[config.mk]
export PLATFORM = sky130hd
export DESIGN_NAME = ppm_p6_stream_parser_flat
export DESIGN_NICKNAME = d
export VERILOG_FILES = /design/src/design/ppm_pkg.sv /design/src/design/ppm_if.sv /design/src/design/ppm_p6_stream_parser.sv /design/src/flat_wrapper.sv
export SDC_FILE = /design/constraint.sdc
export NUM_CORES = 1
export LEC_CHECK = 0
export ABC_AREA = 1
export BUFFER_PORTS_ARGS = -buffer_cell sky130_fd_sc_hd__buf_4
export CORE_ASPECT_RATIO = 1.25
export CORE_MARGIN = 8
export CORE_UTILIZATION = 60
export CTS_CLUSTER_SIZE = 25
export DETAILED_ROUTE_END_ITERATION = 6
export PLACE_DENSITY = 0.83
export REMOVE_ABC_BUFFERS = 1
export SLEW_MARGIN = 30
export SYNTH_ARGS = -nofsm -noshare
export SYNTH_HDL_FRONTEND = slang
export SYNTH_SLANG_ARGS = --single-unit
[constraint.sdc]
create_clock -name clk -period 5.2 [get_ports clk]
set_input_delay 0.78 -clock clk [delete_from_list [all_inputs] [get_ports clk]]
set_output_delay 0.78 -clock clk [all_outputs]
set_load 0.05 [all_outputs]
[src/design/ppm_pkg.sv]
// Shared types and constants for the PPM P6 stream parser.
// Depends on nothing; every other design file imports it.
`default_nettype none

package ppm_pkg;

  localparam int DATA_W   = 8;
  localparam int KIND_W   = 2;
  localparam int DIM_W    = 13;
  localparam int SAMPLE_W = 16;
  localparam int COORD_W  = 12;
  localparam int FIELD_W  = 2;

  // Result kinds.
  localparam logic [KIND_W-1:0] KIND_HEADER    = 2'd0;
  localparam logic [KIND_W-1:0] KIND_PIXEL     = 2'd1;
  localparam logic [KIND_W-1:0] KIND_BAD_MAGIC = 2'd2;
  localparam logic [KIND_W-1:0] KIND_SIZE_ERR  = 2'd3;

  // Header number being parsed.
  localparam logic [FIELD_W-1:0] FLD_WIDTH  = 2'd0;
  localparam logic [FIELD_W-1:0] FLD_HEIGHT = 2'd1;
  localparam logic [FIELD_W-1:0] FLD_MAXVAL = 2'd2;
  localparam logic [FIELD_W-1:0] FLD_DONE   = 2'd3;

  // Characters of interest in the file stream.
  localparam logic [DATA_W-1:0] CH_P    = 8'h50;
  localparam logic [DATA_W-1:0] CH_6    = 8'h36;
  localparam logic [DATA_W-1:0] CH_HASH = 8'h23;
  localparam logic [DATA_W-1:0] CH_LF   = 8'h0A;
  localparam logic [DATA_W-1:0] CH_0    = 8'h30;
  localparam logic [DATA_W-1:0] CH_9    = 8'h39;

  localparam logic [SAMPLE_W-1:0] NUM_MAX = 16'hFFFF;
  localparam logic [DIM_W-1:0]    DIM_SAT = 13'h1FFF;

  // Bytes per pixel for one-byte and two-byte samples.
  localparam logic [2:0] BYTES_NARROW = 3'd3;
  localparam logic [2:0] BYTES_WIDE   = 3'd6;

  typedef enum logic [2:0] {
    PH_MAGIC0,
    PH_MAGIC1,
    PH_HEADER,
    PH_PIXELS,
    PH_IDLE
  } phase_t;

endpackage

`default_nettype wire

[src/design/ppm_if.sv]
// Valid/ready channel interfaces for the PPM P6 stream parser:
// the byte input channel and the result channel. Depends on ppm_pkg.
`default_nettype none

interface ppm_byte_if;
  import ppm_pkg::*;

  logic              valid;
  logic              ready;
  logic [DATA_W-1:0] data_byte;

  modport source (output valid, output data_byte, input ready);
  modport sink   (input valid, input data_byte, output ready);
endinterface

interface ppm_res_if;
  import ppm_pkg::*;

  logic                valid;
  logic                ready;
  logic [KIND_W-1:0]   kind;
  logic [DIM_W-1:0]    width;
  logic [DIM_W-1:0]    height;
  logic [SAMPLE_W-1:0] max_value;
  logic [SAMPLE_W-1:0] red;
  logic [SAMPLE_W-1:0] green;
  logic [SAMPLE_W-1:0] blue;
  logic [COORD_W-1:0]  column;
  logic [COORD_W-1:0]  row;
  logic                last;

  modport source (output valid, output kind, output width, output height,
                  output max_value, output red, output green, output blue,
                  output column, output row, output last, input ready);
  modport sink   (input valid, input kind, input width, input height,
                  input max_value, input red, input green, input blue,
                  input column, input row, input last, output ready);
endinterface

`default_nettype wire

[src/design/ppm_p6_stream_parser.sv]
// Top level of the PPM P6 stream parser: header and raster decoding.
// Depends on ppm_pkg and the channel interfaces in ppm_if.sv.
//
// Usage: the file stream enters one byte per transfer on in_ch. Each
// byte updates the running parse state, and a byte that completes the
// header, a pixel or an error loads the single output register on
// out_ch; its result appears there in the cycle after its transfer.
// One byte is taken every cycle while in_ch.ready is high, and
// in_ch.ready drops only while a result sits in the output register and
// out_ch.ready is low, so a stalled receiver holds the result and the
// input side waits with it. Results: one header (or a size error) after
// maxval and its separator, then one pixel per 3 bytes (maxval below
// 256) or 6 bytes. A bad magic number, a size error, an empty image or
// the last pixel ends the image; later bytes are taken and dropped.
// Synchronous reset (rst_n low) returns the parser to waiting for the
// magic number and empties the output register.
`default_nettype none

module ppm_p6_stream_parser #(
  parameter int MAX_DIM = 4096
) (
  input  wire          clk,
  input  wire          rst_n,
  ppm_byte_if.sink     in_ch,
  ppm_res_if.source    out_ch
);
  import ppm_pkg::*;

  // Held dimensions and pixel counters only need to reach MAX_DIM.
  localparam int HW    = $clog2(MAX_DIM + 1);
  localparam int EXT_W = HW + DIM_W;
  localparam logic [SAMPLE_W:0] MAX_DIM_V = (SAMPLE_W + 1)'(MAX_DIM);

  phase_t              phase_r, phase_nxt;
  logic                magic_ok_r, magic_ok_nxt;
  logic [FIELD_W-1:0]  field_r, field_nxt;
  logic                in_comment_r, in_comment_nxt;
  logic                in_number_r, in_number_nxt;
  logic [SAMPLE_W-1:0] acc_r, acc_nxt;
  logic [SAMPLE_W-1:0] raw_w_r, raw_w_nxt;
  logic [SAMPLE_W-1:0] raw_h_r, raw_h_nxt;
  logic [SAMPLE_W-1:0] max_r, max_nxt;
  logic [HW-1:0]       width_r, width_nxt;
  logic [HW-1:0]       height_r, height_nxt;
  logic                wide_r, wide_nxt;
  logic [2:0]          bip_r, bip_nxt;
  logic [SAMPLE_W-1:0] hold_r [3];
  logic [SAMPLE_W-1:0] hold_nxt [3];
  logic [HW-1:0]       col_r, col_nxt;
  logic [HW-1:0]       row_r, row_nxt;

  // Output register.
  logic                out_valid_r;
  logic [KIND_W-1:0]   out_kind_r;
  logic [DIM_W-1:0]    out_width_r, out_height_r;
  logic [SAMPLE_W-1:0] out_max_r, out_red_r, out_green_r, out_blue_r;
  logic [COORD_W-1:0]  out_col_r, out_row_r;
  logic                out_last_r;

  // Result computed from the byte being transferred.
  logic                res_fire;
  logic [KIND_W-1:0]   res_kind;
  logic [DIM_W-1:0]    res_width, res_height;
  logic [SAMPLE_W-1:0] res_max, res_red, res_green, res_blue;
  logic [COORD_W-1:0]  res_col, res_row;
  logic                res_last;

  logic                in_fire;
  logic [DATA_W-1:0]   b;
  logic                is_digit;
  logic [19:0]         acc_prod;
  logic [SAMPLE_W-1:0] acc_sat;
  logic                size_err;
  logic [DIM_W-1:0]    sat_w, sat_h;
  logic [HW:0]         col_inc, row_inc;
  logic                pix_last;
  logic [2:0]          bip_inc;
  logic [1:0]          slot;
  logic [EXT_W-1:0]    width_ext, height_ext, col_ext, row_ext;

  assign in_ch.ready = !out_valid_r || out_ch.ready;
  assign in_fire     = in_ch.valid && in_ch.ready;
  assign b           = in_ch.data_byte;
  assign is_digit    = (b >= CH_0) && (b <= CH_9);

  // Decimal accumulate with saturation at 65535.
  assign acc_prod = {4'd0, acc_r} * 20'd10 + {16'd0, b[3:0]};
  assign acc_sat  = (acc_prod > {4'd0, NUM_MAX}) ? NUM_MAX : acc_prod[SAMPLE_W-1:0];

  assign size_err = ({1'b0, raw_w_r} > MAX_DIM_V) || ({1'b0, raw_h_r} > MAX_DIM_V);
  assign sat_w    = (raw_w_r > SAMPLE_W'(DIM_SAT)) ? DIM_SAT : raw_w_r[DIM_W-1:0];
  assign sat_h    = (raw_h_r > SAMPLE_W'(DIM_SAT)) ? DIM_SAT : raw_h_r[DIM_W-1:0];

  assign col_inc  = {1'b0, col_r} + (HW + 1)'(1);
  assign row_inc  = {1'b0, row_r} + (HW + 1)'(1);
  assign pix_last = (col_inc == {1'b0, width_r}) && (row_inc == {1'b0, height_r});
  assign bip_inc  = bip_r + 3'd1;
  assign slot     = wide_r ? bip_r[2:1] : bip_r[1:0];

  assign width_ext  = EXT_W'(width_r);
  assign height_ext = EXT_W'(height_r);
  assign col_ext    = EXT_W'(col_r);
  assign row_ext    = EXT_W'(row_r);

  always_comb begin
    phase_nxt      = phase_r;
    magic_ok_nxt   = magic_ok_r;
    field_nxt      = field_r;
    in_comment_nxt = in_comment_r;
    in_number_nxt  = in_number_r;
    acc_nxt        = acc_r;
    raw_w_nxt      = raw_w_r;
    raw_h_nxt      = raw_h_r;
    max_nxt        = max_r;
    width_nxt      = width_r;
    height_nxt     = height_r;
    wide_nxt       = wide_r;
    bip_nxt        = bip_r;
    hold_nxt       = hold_r;
    col_nxt        = col_r;
    row_nxt        = row_r;
    res_fire       = 1'b0;
    res_kind       = KIND_HEADER;
    res_width      = '0;
    res_height     = '0;
    res_max        = '0;
    res_red        = '0;
    res_green      = '0;
    res_blue       = '0;
    res_col        = '0;
    res_row        = '0;
    res_last       = 1'b0;

    if (in_fire) begin
      unique case (phase_r)
        PH_MAGIC0: begin
          magic_ok_nxt = (b == CH_P);
          phase_nxt    = PH_MAGIC1;
        end
        PH_MAGIC1: begin
          if (magic_ok_r && (b == CH_6)) begin
            phase_nxt = PH_HEADER;
          end else begin
            res_fire  = 1'b1;
            res_kind  = KIND_BAD_MAGIC;
            phase_nxt = PH_IDLE;
          end
        end
        PH_HEADER: begin
          if (in_number_r) begin
            if (is_digit) begin
              acc_nxt = acc_sat;
            end else begin
              // The byte that ends a number is consumed, even a '#'.
              in_number_nxt = 1'b0;
              case (field_r)
                FLD_WIDTH: begin
                  raw_w_nxt = acc_r;
                  field_nxt = FLD_HEIGHT;
                end
                FLD_HEIGHT: begin
                  raw_h_nxt = acc_r;
                  field_nxt = FLD_MAXVAL;
                end
                default: begin
                  max_nxt   = acc_r;
                  field_nxt = FLD_DONE;
                  res_fire  = 1'b1;
                  res_max   = acc_r;
                  if (size_err) begin
                    res_kind   = KIND_SIZE_ERR;
                    res_width  = sat_w;
                    res_height = sat_h;
                    phase_nxt  = PH_IDLE;
                  end else begin
                    res_kind   = KIND_HEADER;
                    res_width  = raw_w_r[DIM_W-1:0];
                    res_height = raw_h_r[DIM_W-1:0];
                    width_nxt  = raw_w_r[HW-1:0];
                    height_nxt = raw_h_r[HW-1:0];
                    wide_nxt   = (acc_r[SAMPLE_W-1:DATA_W] != '0);
                    bip_nxt    = '0;
                    col_nxt    = '0;
                    row_nxt    = '0;
                    phase_nxt  = ((raw_w_r == '0) || (raw_h_r == '0)) ? PH_IDLE : PH_PIXELS;
                  end
                end
              endcase
            end
          end else if (in_comment_r) begin
            if (b == CH_LF) begin
              in_comment_nxt = 1'b0;
            end
          end else if (is_digit) begin
            in_number_nxt = 1'b1;
            acc_nxt       = {12'd0, b[3:0]};
          end else if (b == CH_HASH) begin
            in_comment_nxt = 1'b1;
          end
        end
        PH_PIXELS: begin
          if (wide_r) begin
            if (!bip_r[0]) begin
              hold_nxt[slot] = {b, 8'h00};
            end else begin
              hold_nxt[slot] = {hold_r[slot][SAMPLE_W-1:DATA_W], b};
            end
          end else begin
            hold_nxt[slot] = {8'h00, b};
          end
          if (bip_inc == (wide_r ? BYTES_WIDE : BYTES_NARROW)) begin
            bip_nxt    = '0;
            res_fire   = 1'b1;
            res_kind   = KIND_PIXEL;
            res_width  = width_ext[DIM_W-1:0];
            res_height = height_ext[DIM_W-1:0];
            res_max    = max_r;
            res_red    = hold_nxt[0];
            res_green  = hold_nxt[1];
            res_blue   = hold_nxt[2];
            res_col    = col_ext[COORD_W-1:0];
            res_row    = row_ext[COORD_W-1:0];
            res_last   = pix_last;
            if (pix_last) begin
              phase_nxt = PH_IDLE;
            end else if (col_inc >= {1'b0, width_r}) begin
              col_nxt = '0;
              row_nxt = row_inc[HW-1:0];
            end else begin
              col_nxt = col_inc[HW-1:0];
            end
          end else begin
            bip_nxt = bip_inc;
          end
        end
        PH_IDLE: begin
        end
        default: begin
        end
      endcase
    end
  end

  always_ff @(posedge clk) begin
    if (!rst_n) begin
      phase_r      <= PH_MAGIC0;
      magic_ok_r   <= 1'b0;
      field_r      <= FLD_WIDTH;
      in_comment_r <= 1'b0;
      in_number_r  <= 1'b0;
      acc_r        <= '0;
      raw_w_r      <= '0;
      raw_h_r      <= '0;
      max_r        <= '0;
      width_r      <= '0;
      height_r     <= '0;
      wide_r       <= 1'b0;
      bip_r        <= '0;
      hold_r       <= '{default: '0};
      col_r        <= '0;
      row_r        <= '0;
      out_valid_r  <= 1'b0;
    end else begin
      phase_r      <= phase_nxt;
      magic_ok_r   <= magic_ok_nxt;
      field_r      <= field_nxt;
      in_comment_r <= in_comment_nxt;
      in_number_r  <= in_number_nxt;
      acc_r        <= acc_nxt;
      raw_w_r      <= raw_w_nxt;
      raw_h_r      <= raw_h_nxt;
      max_r        <= max_nxt;
      width_r      <= width_nxt;
      height_r     <= height_nxt;
      wide_r       <= wide_nxt;
      bip_r        <= bip_nxt;
      hold_r       <= hold_nxt;
      col_r        <= col_nxt;
      row_r        <= row_nxt;
      // A transfer in always finds the output register free or draining.
      if (in_fire) begin
        out_valid_r <= res_fire;
      end else if (out_ch.ready) begin
        out_valid_r <= 1'b0;
      end
    end
  end

  always_ff @(posedge clk) begin
    if (in_fire && res_fire) begin
      out_kind_r   <= res_kind;
      out_width_r  <= res_width;
      out_height_r <= res_height;
      out_max_r    <= res_max;
      out_red_r    <= res_red;
      out_green_r  <= res_green;
      out_blue_r   <= res_blue;
      out_col_r    <= res_col;
      out_row_r    <= res_row;
      out_last_r   <= res_last;
    end
  end

  assign out_ch.valid     = out_valid_r;
  assign out_ch.kind      = out_kind_r;
  assign out_ch.width     = out_width_r;
  assign out_ch.height    = out_height_r;
  assign out_ch.max_value = out_max_r;
  assign out_ch.red       = out_red_r;
  assign out_ch.green     = out_green_r;
  assign out_ch.blue      = out_blue_r;
  assign out_ch.column    = out_col_r;
  assign out_ch.row       = out_row_r;
  assign out_ch.last      = out_last_r;

  // The last pixel of an image always leaves the parser finished.
  a_last_ends_image: assert property (@(posedge clk) disable iff (!rst_n)
    (out_valid_r && out_last_r) |-> (phase_r == PH_IDLE))
    else $error("last pixel emitted while parser still active");

  // The byte position within a pixel stays below the pixel size.
  a_bip_range: assert property (@(posedge clk) disable iff (!rst_n)
    (phase_r == PH_PIXELS) |-> (bip_r < (wide_r ? BYTES_WIDE : BYTES_NARROW)))
    else $error("byte position within pixel out of range");

  // A number and a comment are never open at once.
  a_number_comment: assert property (@(posedge clk) disable iff (!rst_n)
    in_number_r |-> !in_comment_r)
    else $error("number and comment both open");

  // A held result blocks the input side until it is taken.
  a_stall_blocks_input: assert property (@(posedge clk) disable iff (!rst_n)
    (out_valid_r && !out_ch.ready) |-> !in_ch.ready)
    else $error("input accepted while result register is stalled");

endmodule

`default_nettype wire

[src/flat_wrapper.sv]
// flat-port wrapper written by rule: the top's interface ports become plain ports
module ppm_p6_stream_parser_flat import ppm_pkg::*;
#(
  parameter int MAX_DIM = 4096
)
  (clk, rst_n, in_ch_valid, in_ch_data_byte, in_ch_ready, out_ch_valid, out_ch_kind, out_ch_width, out_ch_height, out_ch_max_value, out_ch_red, out_ch_green, out_ch_blue, out_ch_column, out_ch_row, out_ch_last, out_ch_ready);
  ppm_byte_if in_ch_i ();
  ppm_res_if out_ch_i ();
  input  wire clk;
  input  wire rst_n;
  input wire logic [$bits(in_ch_i.valid)-1:0] in_ch_valid;
  input wire logic [$bits(in_ch_i.data_byte)-1:0] in_ch_data_byte;
  output wire logic [$bits(in_ch_i.ready)-1:0] in_ch_ready;
  output wire logic [$bits(out_ch_i.valid)-1:0] out_ch_valid;
  output wire logic [$bits(out_ch_i.kind)-1:0] out_ch_kind;
  output wire logic [$bits(out_ch_i.width)-1:0] out_ch_width;
  output wire logic [$bits(out_ch_i.height)-1:0] out_ch_height;
  output wire logic [$bits(out_ch_i.max_value)-1:0] out_ch_max_value;
  output wire logic [$bits(out_ch_i.red)-1:0] out_ch_red;
  output wire logic [$bits(out_ch_i.green)-1:0] out_ch_green;
  output wire logic [$bits(out_ch_i.blue)-1:0] out_ch_blue;
  output wire logic [$bits(out_ch_i.column)-1:0] out_ch_column;
  output wire logic [$bits(out_ch_i.row)-1:0] out_ch_row;
  output wire logic [$bits(out_ch_i.last)-1:0] out_ch_last;
  input wire logic [$bits(out_ch_i.ready)-1:0] out_ch_ready;
  assign in_ch_i.valid = in_ch_valid;
  assign in_ch_i.data_byte = in_ch_data_byte;
  assign in_ch_ready = in_ch_i.ready;
  assign out_ch_valid = out_ch_i.valid;
  assign out_ch_kind = out_ch_i.kind;
  assign out_ch_width = out_ch_i.width;
  assign out_ch_height = out_ch_i.height;
  assign out_ch_max_value = out_ch_i.max_value;
  assign out_ch_red = out_ch_i.red;
  assign out_ch_green = out_ch_i.green;
  assign out_ch_blue = out_ch_i.blue;
  assign out_ch_column = out_ch_i.column;
  assign out_ch_row = out_ch_i.row;
  assign out_ch_last = out_ch_i.last;
  assign out_ch_i.ready = out_ch_ready;
  ppm_p6_stream_parser #(.MAX_DIM(MAX_DIM)) u_core (.clk(clk), .rst_n(rst_n), .in_ch(in_ch_i), .out_ch(out_ch_i));
endmodule
Word-level counts from Yosys, hierarchy flattened --
Index checks and enable logic that the tools add are counted.
Word-level totals: bits in registers 294, input port bits 12, output and inout port bits 119, logic and storage cells 192
Cells by class: add/subtract/negate cells 4, multipliers 1, order comparisons 10, eq/ne operators 21, muxes and demuxes 87, bitwise operators 5, reductions and logical operators 35
Operators by type and width (count):
- $mux W13 | 22
- $mux W16 | 12
- $bwmux W48 | 3
- $pmux W13 S2 | 4
- $mux W48 | 2
- $gt A16 B13 Y1 const B | 4
- $mux W3 | 14
- $bmux W16 S2 | 1
- $demux W16 S2 | 1
- $logic_not A16 Y1 | 2
- $pmux W16 S2 | 1
- $add A13 B1 Y14 const B | 2
- $eq A14 B13 Y1 | 2
- $add A20 B4 Y20 | 1
- $gt A20 B16 Y1 const B | 1
- $reduce_and A5 Y1 | 4
- $mul A16 B3 Y19 const B | 1
- $eq A8 B6 Y1 const B | 2
- $mux W1 | 16
- $ge A14 B13 Y1 | 1
- $mux W2 | 6
- $ne A2 B2 Y1 const B | 6
- $pmux W3 S4 | 1
- $reduce_and A6 Y1 | 2
- 33 further kinds | 52

Logic depth before layout (Yosys ltp) --
Gate-level depths: netlist (run 1).
depth in word-level cells 9, mapped depth 22

Worst setup path before layout (run 1) --
Ideal clock, no wire load.
path type input port to flip-flop, start point in out_ch_ready, end point reg u_core.out_blue_r[0] (netlist: u_core.out_ch.blue[0]) (enable), data arrival time 3.845 ns, slack 0.885 ns, stages 6, path buffers 0, cells stage by stage inv_1 -> nand2_1 -> nand2_1 -> inv_1 -> nand2_1 -> inv_1
On the way: word-level cells in the longest chain between the ends 4
Ends and longest elaborated chain:
- start: declaration | RTL line flat_wrapper.sv:25 | input wire logic [$bits(out_ch_i.ready)-1:0] out_ch_ready;
- $logic_or A1 B1 Y1 * | RTL line ppm_p6_stream_parser.sv:81 | assign in_ch.ready = !out_valid_r || out_ch.ready;
- named net in_ch_ready | RTL line flat_wrapper.sv:13 | output wire logic [$bits(in_ch_i.ready)-1:0] in_ch_ready;
- $logic_and A1 B1 Y1 * | RTL line ppm_p6_stream_parser.sv:82 | assign in_fire = in_ch.valid && in_ch.ready;
- $mux W1 | RTL line ppm_p6_stream_parser.sv:134 | if (in_fire) begin
- $logic_and A1 B1 Y1 * | RTL line ppm_p6_stream_parser.sv:290 | if (in_fire && res_fire) begin
- end signal: assignment | RTL line ppm_p6_stream_parser.sv:297 | out_blue_r <= res_blue;
- end: declaration | RTL line ppm_p6_stream_parser.sv:56 | logic [SAMPLE_W-1:0] out_max_r, out_red_r, out_green_r, out_blue_r;
The timed path passes the listed nets; every way through them passes the cells marked *. A chain may end at the register's enable or synchronous reset.

Worst setup path after layout (run 1) --
start point reg u_core.acc_r[9], end point reg u_core.acc_r[11]
On the way: word-level cells in the longest chain between the ends 6
Ends and longest elaborated chain:
- start: declaration | RTL line ppm_p6_stream_parser.sv:39 | logic [SAMPLE_W-1:0] acc_r, acc_nxt;
- start signal: assignment | RTL line ppm_p6_stream_parser.sv:269 | acc_r <= acc_nxt;
- $mul A16 B3 Y19 * | RTL line ppm_p6_stream_parser.sv:87 | assign acc_prod = {4'd0, acc_r} * 20'd10 + {16'd0, b[3:0]};
- $add A20 B4 Y20 * | RTL line ppm_p6_stream_parser.sv:87
- $gt A20 B16 Y1 | RTL line ppm_p6_stream_parser.sv:88 | assign acc_sat = (acc_prod > {4'd0, NUM_MAX}) ? NUM_MAX : acc_prod[SAMPLE_W-1:0];
- $mux W16 * | RTL line ppm_p6_stream_parser.sv:88
- $mux W16 * | RTL line ppm_p6_stream_parser.sv:151 | if (is_digit) begin
- $mux W16 * | RTL line ppm_p6_stream_parser.sv:150 | if (in_number_r) begin
Every way passes the cells marked *; elsewhere a longest branch is shown, timed or not. The select of a mux whose other input is x is not followed.

==> results of run 1 <==
-- power breakdown --
group	switching [mW]	total, mW	internal (mW)
Combinational	1.24	1.69	0.460
Clock	0.846	2.03	1.19
Sequential	0.120	2.79	2.67
Total	2.20	6.51	4.31
-- layout by cell type, fill, tap and decap left out, types with 8 or more instances in the layout --
cell,instances
nor4_1,8
ha_1,47
nor3_1,15
nor2_2,13
dfxtp_1,177
buf_4,139
xor2_1,24
a22oi_1,17
nand2_1,335
nor2_4,9
nor2_1,263
o21ai_0,197
inv_1,260
nand3_1,72
o211ai_1,10
a21oi_1,172
nand4_1,24
o22ai_1,35
edfxtp_1,117
clkbuf_16,27
inv_2,16
-- worst max-delay path by stage --
stage | start | endpoint | cells past startpoint
after floorplan | u_core.bip_r[0] | u_core.out_ch.blue[0] | 10
after global placement | u_core.acc_r[8] | u_core.acc_r[13] | 17
after detailed placement | out_ch_ready | u_core.raw_w_r[2] | 13
after CTS | u_core.acc_r[8] | u_core.acc_r[11] | 17
after global routing | u_core.acc_r[9] | u_core.acc_r[11] | 17
final | u_core.acc_r[9] | u_core.acc_r[11] | 17
-- cells by family (layout without fill, tap and decap cells) --
group                      Yosys count  count (layout)  synth area share (%)
xor gates and xnor gates            29              29                  1.92
AOI/OAI and AO/OA                  445             445                  15.7
buffers and inverters              360             469                  9.32
DFF                                294             294                  46.8
and+or+nand+nor                    769             769                  22.1
adders and majority gates           49              49                  4.17
-- Yosys cell counts, drive strengths merged (4+ instances only) --
master	n	area share, %
nor3b	4	0.20
nand4	25	1.1
inv	277	6.9
or2	6	0.25
clkbuf	61	1.5
nand3	80	3.0
dfxtp	177	24
o211ai	10	0.50
a211oi	6	0.30
xor2	25	1.5
nand2	342	8.6
nor4	8	0.33
o22ai	35	1.5
nor3	18	0.74
nor2	285	7.7
ha	47	3.9
buf	20	0.85
a22oi	17	0.85
edfxtp	117	23
o21ai	202	6.7
a21oi	172	5.7
-- state kept, by name, summed over array words and instances, names as in the netlist, 16 cells and up --
signal	count
u_core.max_r	16
u_core.out_ch.blue	16
u_core.out_ch.green	16
u_core.out_ch.max_value	16
u_core.raw_h_r	16
u_core.acc_r	16
u_core.out_ch.red	16
u_core.raw_w_r	16
u_core.hold_r	48
-- layer usage --
metal  vias up  part of all wire [%]
met5         -                     0
met2       493                    50
met3        82                   6.7
met4         0                   2.7
li1       6574                     -
met1      6144                    40
-- worst min-delay path, stage by stage (launching register included) --
cell	delay, ns
dfxtp_1	0.33
inv_1	0.05
a21oi_1	0.05
-- area by class of cell --
cell class	count	area [um^2]	share of cell area, %
inverter	279	1050	6.13
timing repair buffer	140	1060	6.21
multi-input combinational	1292	6620	38.7
tap	335	419	2.45
clock buffer	35	726	4.24
sequential	294	7060	41.2
clock inverter	15	183	1.07
==> out/results.tsv, run 1 <==
metric	value	unit
cp_num_buf_inv	0	
grt_pass1_wl	60800	um
regToRegEndpoint	u_core.acc_r[11]	
fin_util	68.6	%
dr.pass1.iters	5	
hold_start	u_core.raw_w_r[11]	
reg2reg_from	u_core.acc_r[9]	
min_to	u_core.raw_w_r[11]	
reg2reg_slack	1.62	ns
critPathTopFamily	simple AND/OR/NAND/NOR gates	
worst_path_most_repeated_cell	nand2_1	
grt_start_max_net_pins	87	
post-place-ws	1.65	ns
final_cell_area	17100	um^2
yosysWarnings	0	
crit_chain	ha_1 > ha_1 > nand2_1 > nor2_1 > nand3_1 > nand3_1 > nand2_1 > nand2_2 > nand2_1 > nor2_1 > nand2_1 > nand2_1 > nand2_1 > nor2_4 > nand3_1 > nand2_1 > a21oi_1	
slew_headroom	36.3	%
cts_resized	0	
dp_hpwl	26500	um
grt-busiest-layer	met2	
initial_core_util	60.4	%
crit_fanout	14	
vias_per_cell	5.56	
synthArstFlopShare	0	%
antenna_found_initial	0	
ios	131	
place_area	16200	um^2
detail_route.wl_per_cell	15.7	um
syn_to_final_growth	13.6	%
io_buffers	130	
diodes	0	
dieArea	30500	um^2
slew_violations	0	
cts_buffers	27	
final_cells	2390	
ctsHoldBuffers	0	
rsz0062_at_grt	false	
fmax	279	MHz
crit_slowest_cell	dfxtp_1	
drt_wl_total	37500	um
clk_path_buf_depth	3	
worstMarginPinSlew	0.952	ns
post-route-drc-count	0	
ant_nets	0	
fin_crit_sh	68.9	%
setup_slack	1.62	ns
status	finished clean	
nFillCells	1961	
leakagePower	7.26	nW
drive_gt1_share	12.0	%
critPathLaunchType	flop	
syn_area_per_cell	7.75	um^2
overflow	0	
fin_setup_tns	0	ns
worstSetupPathType	flop to flop	
track_usage	24.0	%
fin_crit	3.58	ns
placedCellCount	2340	
worst_ep_arrival_time	3.95	ns
vias	13293	
cts_root_buf	clkbuf_16	
final_nets	2095	
die_w	158	um
place_congestion	0.959	
core_area	25000	um^2
clkSinkCount	294	
cts_setup_buffers	0	
first_iter_violations	1178	
cts_tree	built	
use_met3	2.61	%
slowest_delay	0.64	ns
setup_violations	0	
use_met1	29.6	%
grt_pass1_vias	12616	
hold_depth	2	
synth_area	15100	um^2
pwr_density_cell	380	nW/um^2
die_h	193	um
synthCells	1946	
clk_pin_slew	0.06	ns
fin_skew	0.0230	ns
final_hold_viol_count	0	
crit_required	5.57	ns
insertion_delay	0.55	ns
synth-seq-cells	294	
irDropWorstVdd	0.298	mV
synth_flop_cell	dfxtp_1	
reg2reg_depth	17	
finalPower	6.51	mW
worst_setup_path_end_kind	flop	
cap_violations	0	
ys_seq_area_share	46.8	%
htreeDepth	1	
synth_cell_type_count	46	
synth_edf_count	117	
rows	65	
whs	0.476	ns
grtUsageMet2	42.7	%
hp-class	flop to flop	
Note: power is estimated with default switching activity, not from simulation.
==> run 2, diff against run 1 <==
- clock period: 5.2 -> 3.43 ns (I/O delays scaled with it)
==> run 2 against run 1 <==
Net effect:
- register-to-register slack got worse by 1.4 ns
- first-iteration DRC count fell by 2.2%
- sequential power rose by 52%
- non-clock buffer count rose by 24
- combinational power rose by 54%
- maximum frequency rose by 11%
- global-route usage fell by 0.13 points
- sequential share of layout area fell by 0.61 points
- cell area rose by 1.5%
- core utilization rose by 1.0 points
- flip-flop and latch count did not move
==> out/results.tsv, run 2 (synthesized netlist as in run 1, its figures left out) <==
metric	value	unit
cts_tree	built	
regToRegEndpoint	u_core.acc_r[0]	
track_usage	23.9	%
clk_path_buf_depth	3	
grt_pass1_wl	60500	um
cap_violations	0	
leakagePower	7.39	nW
detail_route.wl_per_cell	15.8	um
switching_share	34.5	%
pwr-share-comb	26.5	%
seq_power_share	42.9	%
reg2reg_from	u_core.acc_r[4]	
reg2reg_depth	19	
insertion_delay	0.54	ns
syn_to_final_growth	15.3	%
cts_buffers	27	
critPathLaunchType	flop	
hold_start	in_ch_data_byte[1]	
cts_root_buf	clkbuf_16	
rsz0062_at_grt	true	
worstMarginPinSlew	0.863	ns
worst_setup_path_end_kind	flop	
post-route-drc-count	0	
p_switching	3.39	mW
largest-register	u_core.hold_r	
ios	131	
slew_violations	0	
htreeDepth	1	
place_congestion	0.947	
grt_start_max_net_pins	71	
pwr_density_cell	566	nW/um^2
fin_crit_sh	94.2	%
layout_commonest_cell	nand2_1	
diodes	0	
overflow	0	
reg2reg_slack	0.20	ns
worstSetupPathType	flop to flop	
whs	0.293	ns
fmax	309	MHz
slew_headroom	42.4	%
ctsHoldBuffers	0	
core_area	25000	um^2
ant_nets	0	
dr.pass1.iters	6	
power.internal	6.45	mW
crit_fanout	14	
die_h	193	um
first_iter_violations	1152	
drt_wl_total	38200	um
fin_skew	0.0242	ns
initial_core_util	60.4	%
crit_required	3.89	ns
final_hold_viol_count	0	
antenna_found_initial	0	
die_w	158	um
largest_reg_flops	48	
vias_per_cell	5.58	
layout_common_cells	333 x nand2_1, 262 x nor2_1, 261 x inv_1	
worst_ep_arrival_time	3.69	ns
fin_crit	3.23	ns
power_frac_clock	30.6	%
clk_pin_slew	0.07	ns
hold_depth	4	
vias	13471	
io_buffers	130	
setup_violations	0	
irDropWorstVdd	0.379	mV
min_to	u_core.magic_ok_r	
clkSinkCount	294	
hp-class	input port to flop	
status	finished clean	
dieArea	30500	um^2
fin_setup_tns	0	ns
grt_pass1_vias	12403	
rows	65	
final_nets	2121	
dp_hpwl	26500	um
drive_gt1_share	13.4	%
run 2: what timing repair did:
action / in CTS / in global routing
endpoints found under the setup margin: 2 / 33
resized for setup: 1 / 10
endpoints found under the hold margin: 0 / 0
gates cloned: 0 / 2
pin swaps: 0 / 6
buffers inserted: 0 / 4
run 2: stage by stage:
stage          area [um^2]  power [mW]  setup slack (ns)  std cells  utilization [%]
3_5_place_dp         16400        6.86            0.0253       2360             65.6
4_1_cts              17300        9.84            0.0953       2410             69.2
2_1_floorplan        14700        6.14             -2.02       1865                -
3_3_place_gp         16400        6.80            0.0384       2360             65.6
6_report             17400        9.84             0.197       2416             69.6
5_1_grt              17400        10.2          -0.00913       2416             69.6
run 2: worst max path at each step:
stage,start,cells after the start,slack (ns),endpoint
after floorplan,u_core.bip_r[0],10,-2.02,u_core.out_ch.blue[0]
after global placement,u_core.acc_r[2],20,0.04,u_core.acc_r[9]
after detailed placement,u_core.acc_r[2],20,0.03,u_core.acc_r[15]
after CTS,u_core.acc_r[3],20,0.1,u_core.acc_r[11]
after global routing,u_core.col_r[0],16,-0.009,u_core.col_r[12]
final,u_core.acc_r[4],19,0.20,u_core.acc_r[0]
run 2: layout make-up:
type	count	area, um^2
Fill cell	1940	7580
Sequential cell	294	7060
Multi-Input combinational cell	1294	6680
Timing Repair Buffer	164	1290
Inverter	279	1050
Clock buffer	32	704
Tap cell	335	419
Clock inverter	18	176
run 2: power groups by stage:
stage	Combinational [mW]	Sequential [mW]	Clock (mW)
after floorplan	1.13	5.01	0
after global placement	2.51	4.28	0
after detailed placement	2.57	4.29	0
after CTS	2.58	4.22	3.03
after global routing	2.82	4.27	3.16
final	2.61	4.23	3.01
run 2: worst max-delay path, stage by stage (launching register included):
cell and delay, ns:
dfxtp_1 0.54, ha_1 0.32, inv_1 0.09, fa_2 0.46, nor2_1 0.16, nand3_1 0.11
nand2_1 0.08, nand2_1 0.08, nor2_2 0.15, nand3_2 0.14, nor2_4 0.20, nand3_1 0.11
nand2_1 0.08, nand2_1 0.06, inv_2 0.07, nor2_4 0.04, buf_12 0.14, nand2_1 0.06
nand2_1 0.10, a21oi_2 0.15
run 2: layer usage:
layer / wire, um / part of all wire [%] / global-route usage [%] / up-vias
met1: 15200 / 40 / 29.5 / 6215
met2: 19300 / 51 / 41.9 / 521
li1: - / - / - / 6645
met3: 2520 / 6.6 / 2.72 / 90
met4: 1190 / 3.1 / 8.76 / 0
met5: 0 / 0 / 0 / -
==> run 3, diff against run 2 <==
- ABC_AREA: 1 -> not set
==> run 3 against run 2 <==
Net effect:
- the run now ends with design-rule violations, negative setup slack left
- sequential power is 14% lower
- cell area is 3.0% higher
- final cell count is 12% lower
- non-clock buffer count is 72 higher
- clock skew is 0.0084 ns lower
- clock-buffer cell count is 4 higher
- largest cell class is now multi-input gates
- combinational power is 94% lower
- core utilization is 4.1 points higher
- register-to-register slack worse by 0.35 ns
- routed wire length is 9.7% higher
==> out/results.tsv, run 3 <==
metric	value	unit
status	finished with violations	
largest-register	u_core.hold_r	
synth_top_family_by_area	simple AND/OR/NAND/NOR gates	
critPathLaunchType	flop	
largest_reg_flops	48	
grt_start_max_net_pins	76	
fin_crit_sh	105	%
final_nets	1831	
min_to	u_core.in_comment_r	
dieArea	29800	um^2
track_usage	26.5	%
worst_ep_arrival_time	4.03	ns
grt_pass1_wl	64400	um
synth_area	14700	um^2
first_iter_violations	1288	
reg2reg_from	u_core.col_r[0]	
vias_per_cell	6.22	
layout_commonest_cell	nand2_1	
grt_pass1_vias	12756	
synth_top_area_share	24.1	%
synth-seq-cells	294	
synthAdderAreaFrac	4.28	%
synth_most_common_cell	nand2_1	
ctsHoldBuffers	0	
detail_route.wl_per_cell	19.7	um
synth_top_cell_by_area	dfxtp_1	
multiInputGateArea	7520	um^2
place_congestion	0.955	
rows	64	
crit_fanout	6	
dp_hpwl	28100	um
nFillCells	1667	
ff_latch_area	7070	um^2
synthCells	1609	
overflow	0	
irDropWorstVdd	0.326	mV
synth_flop_cell	dfxtp_1	
layout_common_cells	267 x nand2_1, 231 x buf_4, 189 x a21oi_1	
die_h	191	um
leakagePower	6.64	nW
slowest_delay	0.40	ns
hp-class	input port to flop	
cts_tree	built	
drive_gt1_share	21.4	%
ios	131	
core_area	24300	um^2
fin_skew	0.0159	ns
crit_required	3.87	ns
ant_nets	0	
syn_area_per_cell	9.13	um^2
finalPower	6.98	mW
synth_area_leaders	dfxtp_1 24%, edfxtp_1 24%, nand2_1 6.8%, a21oi_1 6.5%, nor2_1 4.1%	
hold_depth	3	
synth_cell_type_count	93	
slew_headroom	39.7	%
fin_crit	3.59	ns
worst_setup_path_end_kind	flop	
cts_buffers	28	
crit_slowest_cell	or4_1	
fmax	279	MHz
slew_violations	0	
clkSinkCount	294	
insertion_delay	0.55	ns
ys_seq_area_share	48.1	%
place_area	16400	um^2
syn_to_final_growth	21.9	%
die_w	156	um
synth_edf_count	117	
synth_common_cells	267 x nand2_1, 192 x a21oi_1, 177 x dfxtp_1, 161 x nor2_1, 117 x edfxtp_1	
regToRegEndpoint	u_core.col_r[7]	
clk_pin_slew	0.07	ns
final_hold_viol_count	0	
synth_compound_area_share	17.3	%
crit_chain	ha_4 > nand3_4 > nor2_4 > and3_4 > and3_4 > nand3_4 > xnor2_2 > ha_1 > nand3_2 > or4_1 > nor4_1 > nand4_1 > buf_4 > nor4_4 > buf_4 > nor3_1 > xnor2_1 > nor2_1	
worstSetupPathType	flop to flop	
reg2reg_slack	-0.16	ns
cap_violations	0	
synthMuxAreaShare	2.47	%
htreeDepth	1	
clk_path_buf_depth	3	
final_cell_area	17900	um^2
hold_start	in_ch_data_byte[5]	
dr.pass1.iters	7	
synthArstFlopShare	0	%
initial_core_util	60.5	%
rsz0062_at_grt	true	
synthSimpleGateAreaFrac	20.8	%
pwr_density_cell	390	nW/um^2
yosysWarnings	0	
drt_wl_total	41900	um
reg2reg_depth	18	
post-route-drc-count	12	
antenna_found_initial	0	
diodes	0	
cts_root_buf	clkbuf_16	
vias	13190	
worstMarginPinSlew	0.902	ns
synth-xor-area-share	3.51	%
io_buffers	130	
setup_slack	-0.157	ns
setup_violations	44	
violations	design-rule violations, negative setup slack	
[run 3: cell count changes after synthesis, moves of 20 or more]
cell	change
mux2i_1	+34
xnor2_1	+31
o21ai_0	-143
nor2_1	-105
nand3_1	-32
o22ai_1	-34
clkbuf_1	+28
a22oi_1	+32
a21oi_1	+20
and2_1	+34
inv_1	-232
nand2_1	-70
[run 3: critical path, delay by kind of cell, from the launching register on]
family	cells	cell delay, ns
and+or+nand+nor	12	1.91
DFF	1	0.36
buffers and inverters	2	0.40
xor gates and xnor gates	2	0.33
adders and majority gates	2	0.47
[run 3: stage by stage]
stage	hold slack (ns)	setup TNS (ns)	util (%)	worst slack, ns	std cells
6_report	0.298	-3.43	73.8	-0.157	2122
3_5_place_dp	0.447	-4.05	67.7	-0.211	2059
5_1_grt	0.338	-9.16	73.8	-0.310	2122
3_3_place_gp	0.442	-1.28	67.7	-0.130	2059
4_1_cts	0.282	-1.48	72.4	-0.0998	2118
2_1_floorplan	0.437	-636.61	-	-5.04	1504
[run 3: area by class of cell]
| class | instances | share of cell area, % |
|---|---|---|
| multi-input combinational | 1180 | 42.0 |
| inverter | 30 | 0.643 |
| timing repair buffer | 236 | 10.2 |
| tap | 330 | 2.31 |
| clock buffer | 36 | 4.55 |
| sequential | 294 | 39.5 |
| clock inverter | 16 | 0.797 |
[run 3: worst max-delay path by stage]
stage | depth (start not counted) | to | from
after floorplan | 6 | u_core.out_ch.blue[0] | in_ch_data_byte[4]
after detailed placement | 16 | u_core.row_r[8] | u_core.col_r[1]
final | 18 | u_core.col_r[7] | u_core.col_r[0]
after CTS | 16 | u_core.row_r[1] | u_core.col_r[0]
after global routing | 18 | u_core.col_r[7] | u_core.col_r[0]
after global placement | 16 | u_core.row_r[4] | u_core.col_r[0]
[run 3: cell families (layout without fill, tap and decap cells)]
family | count (synthesis) | in the layout
and+or+nand+nor | 645 | 645
AOI/OAI and AO/OA | 392 | 392
DFF | 294 | 294
buffers and inverters | 135 | 318
xor gates and xnor gates | 58 | 58
adders and majority gates | 49 | 49
muxes | 36 | 36
[run 3: layer usage]
metal | vias up | share of wire [%] | global-route usage (%) | routed length, um
met5 | - | 0 | 0 | 0
li1 | 6051 | - | - | -
met1 | 6254 | 37 | 30.6 | 15400
met2 | 706 | 50 | 46.2 | 21100
met4 | 0 | 5.1 | 15.1 | 2150
met3 | 179 | 7.7 | 4.07 | 3210
[run 3: timing repair]
action                     4_1_cts  5_1_grt
setup endpoints to repair       44       46
gates cloned                     0        2
setup buffers                    7        2
gates resized for setup         30       57
pin swaps                       20       29
hold endpoints to repair         0        0
[run 3: power by group]
| part | switching [mW] | total (mW) | internal [mW] | leakage [nW] |
|---|---|---|---|---|
| clock | 1.36 | 3.20 | 1.84 | 0.469 |
| combinational | 0.124 | 0.160 | 0.0363 | 3.43 |
| sequential | 0.00287 | 3.62 | 3.62 | 2.74 |
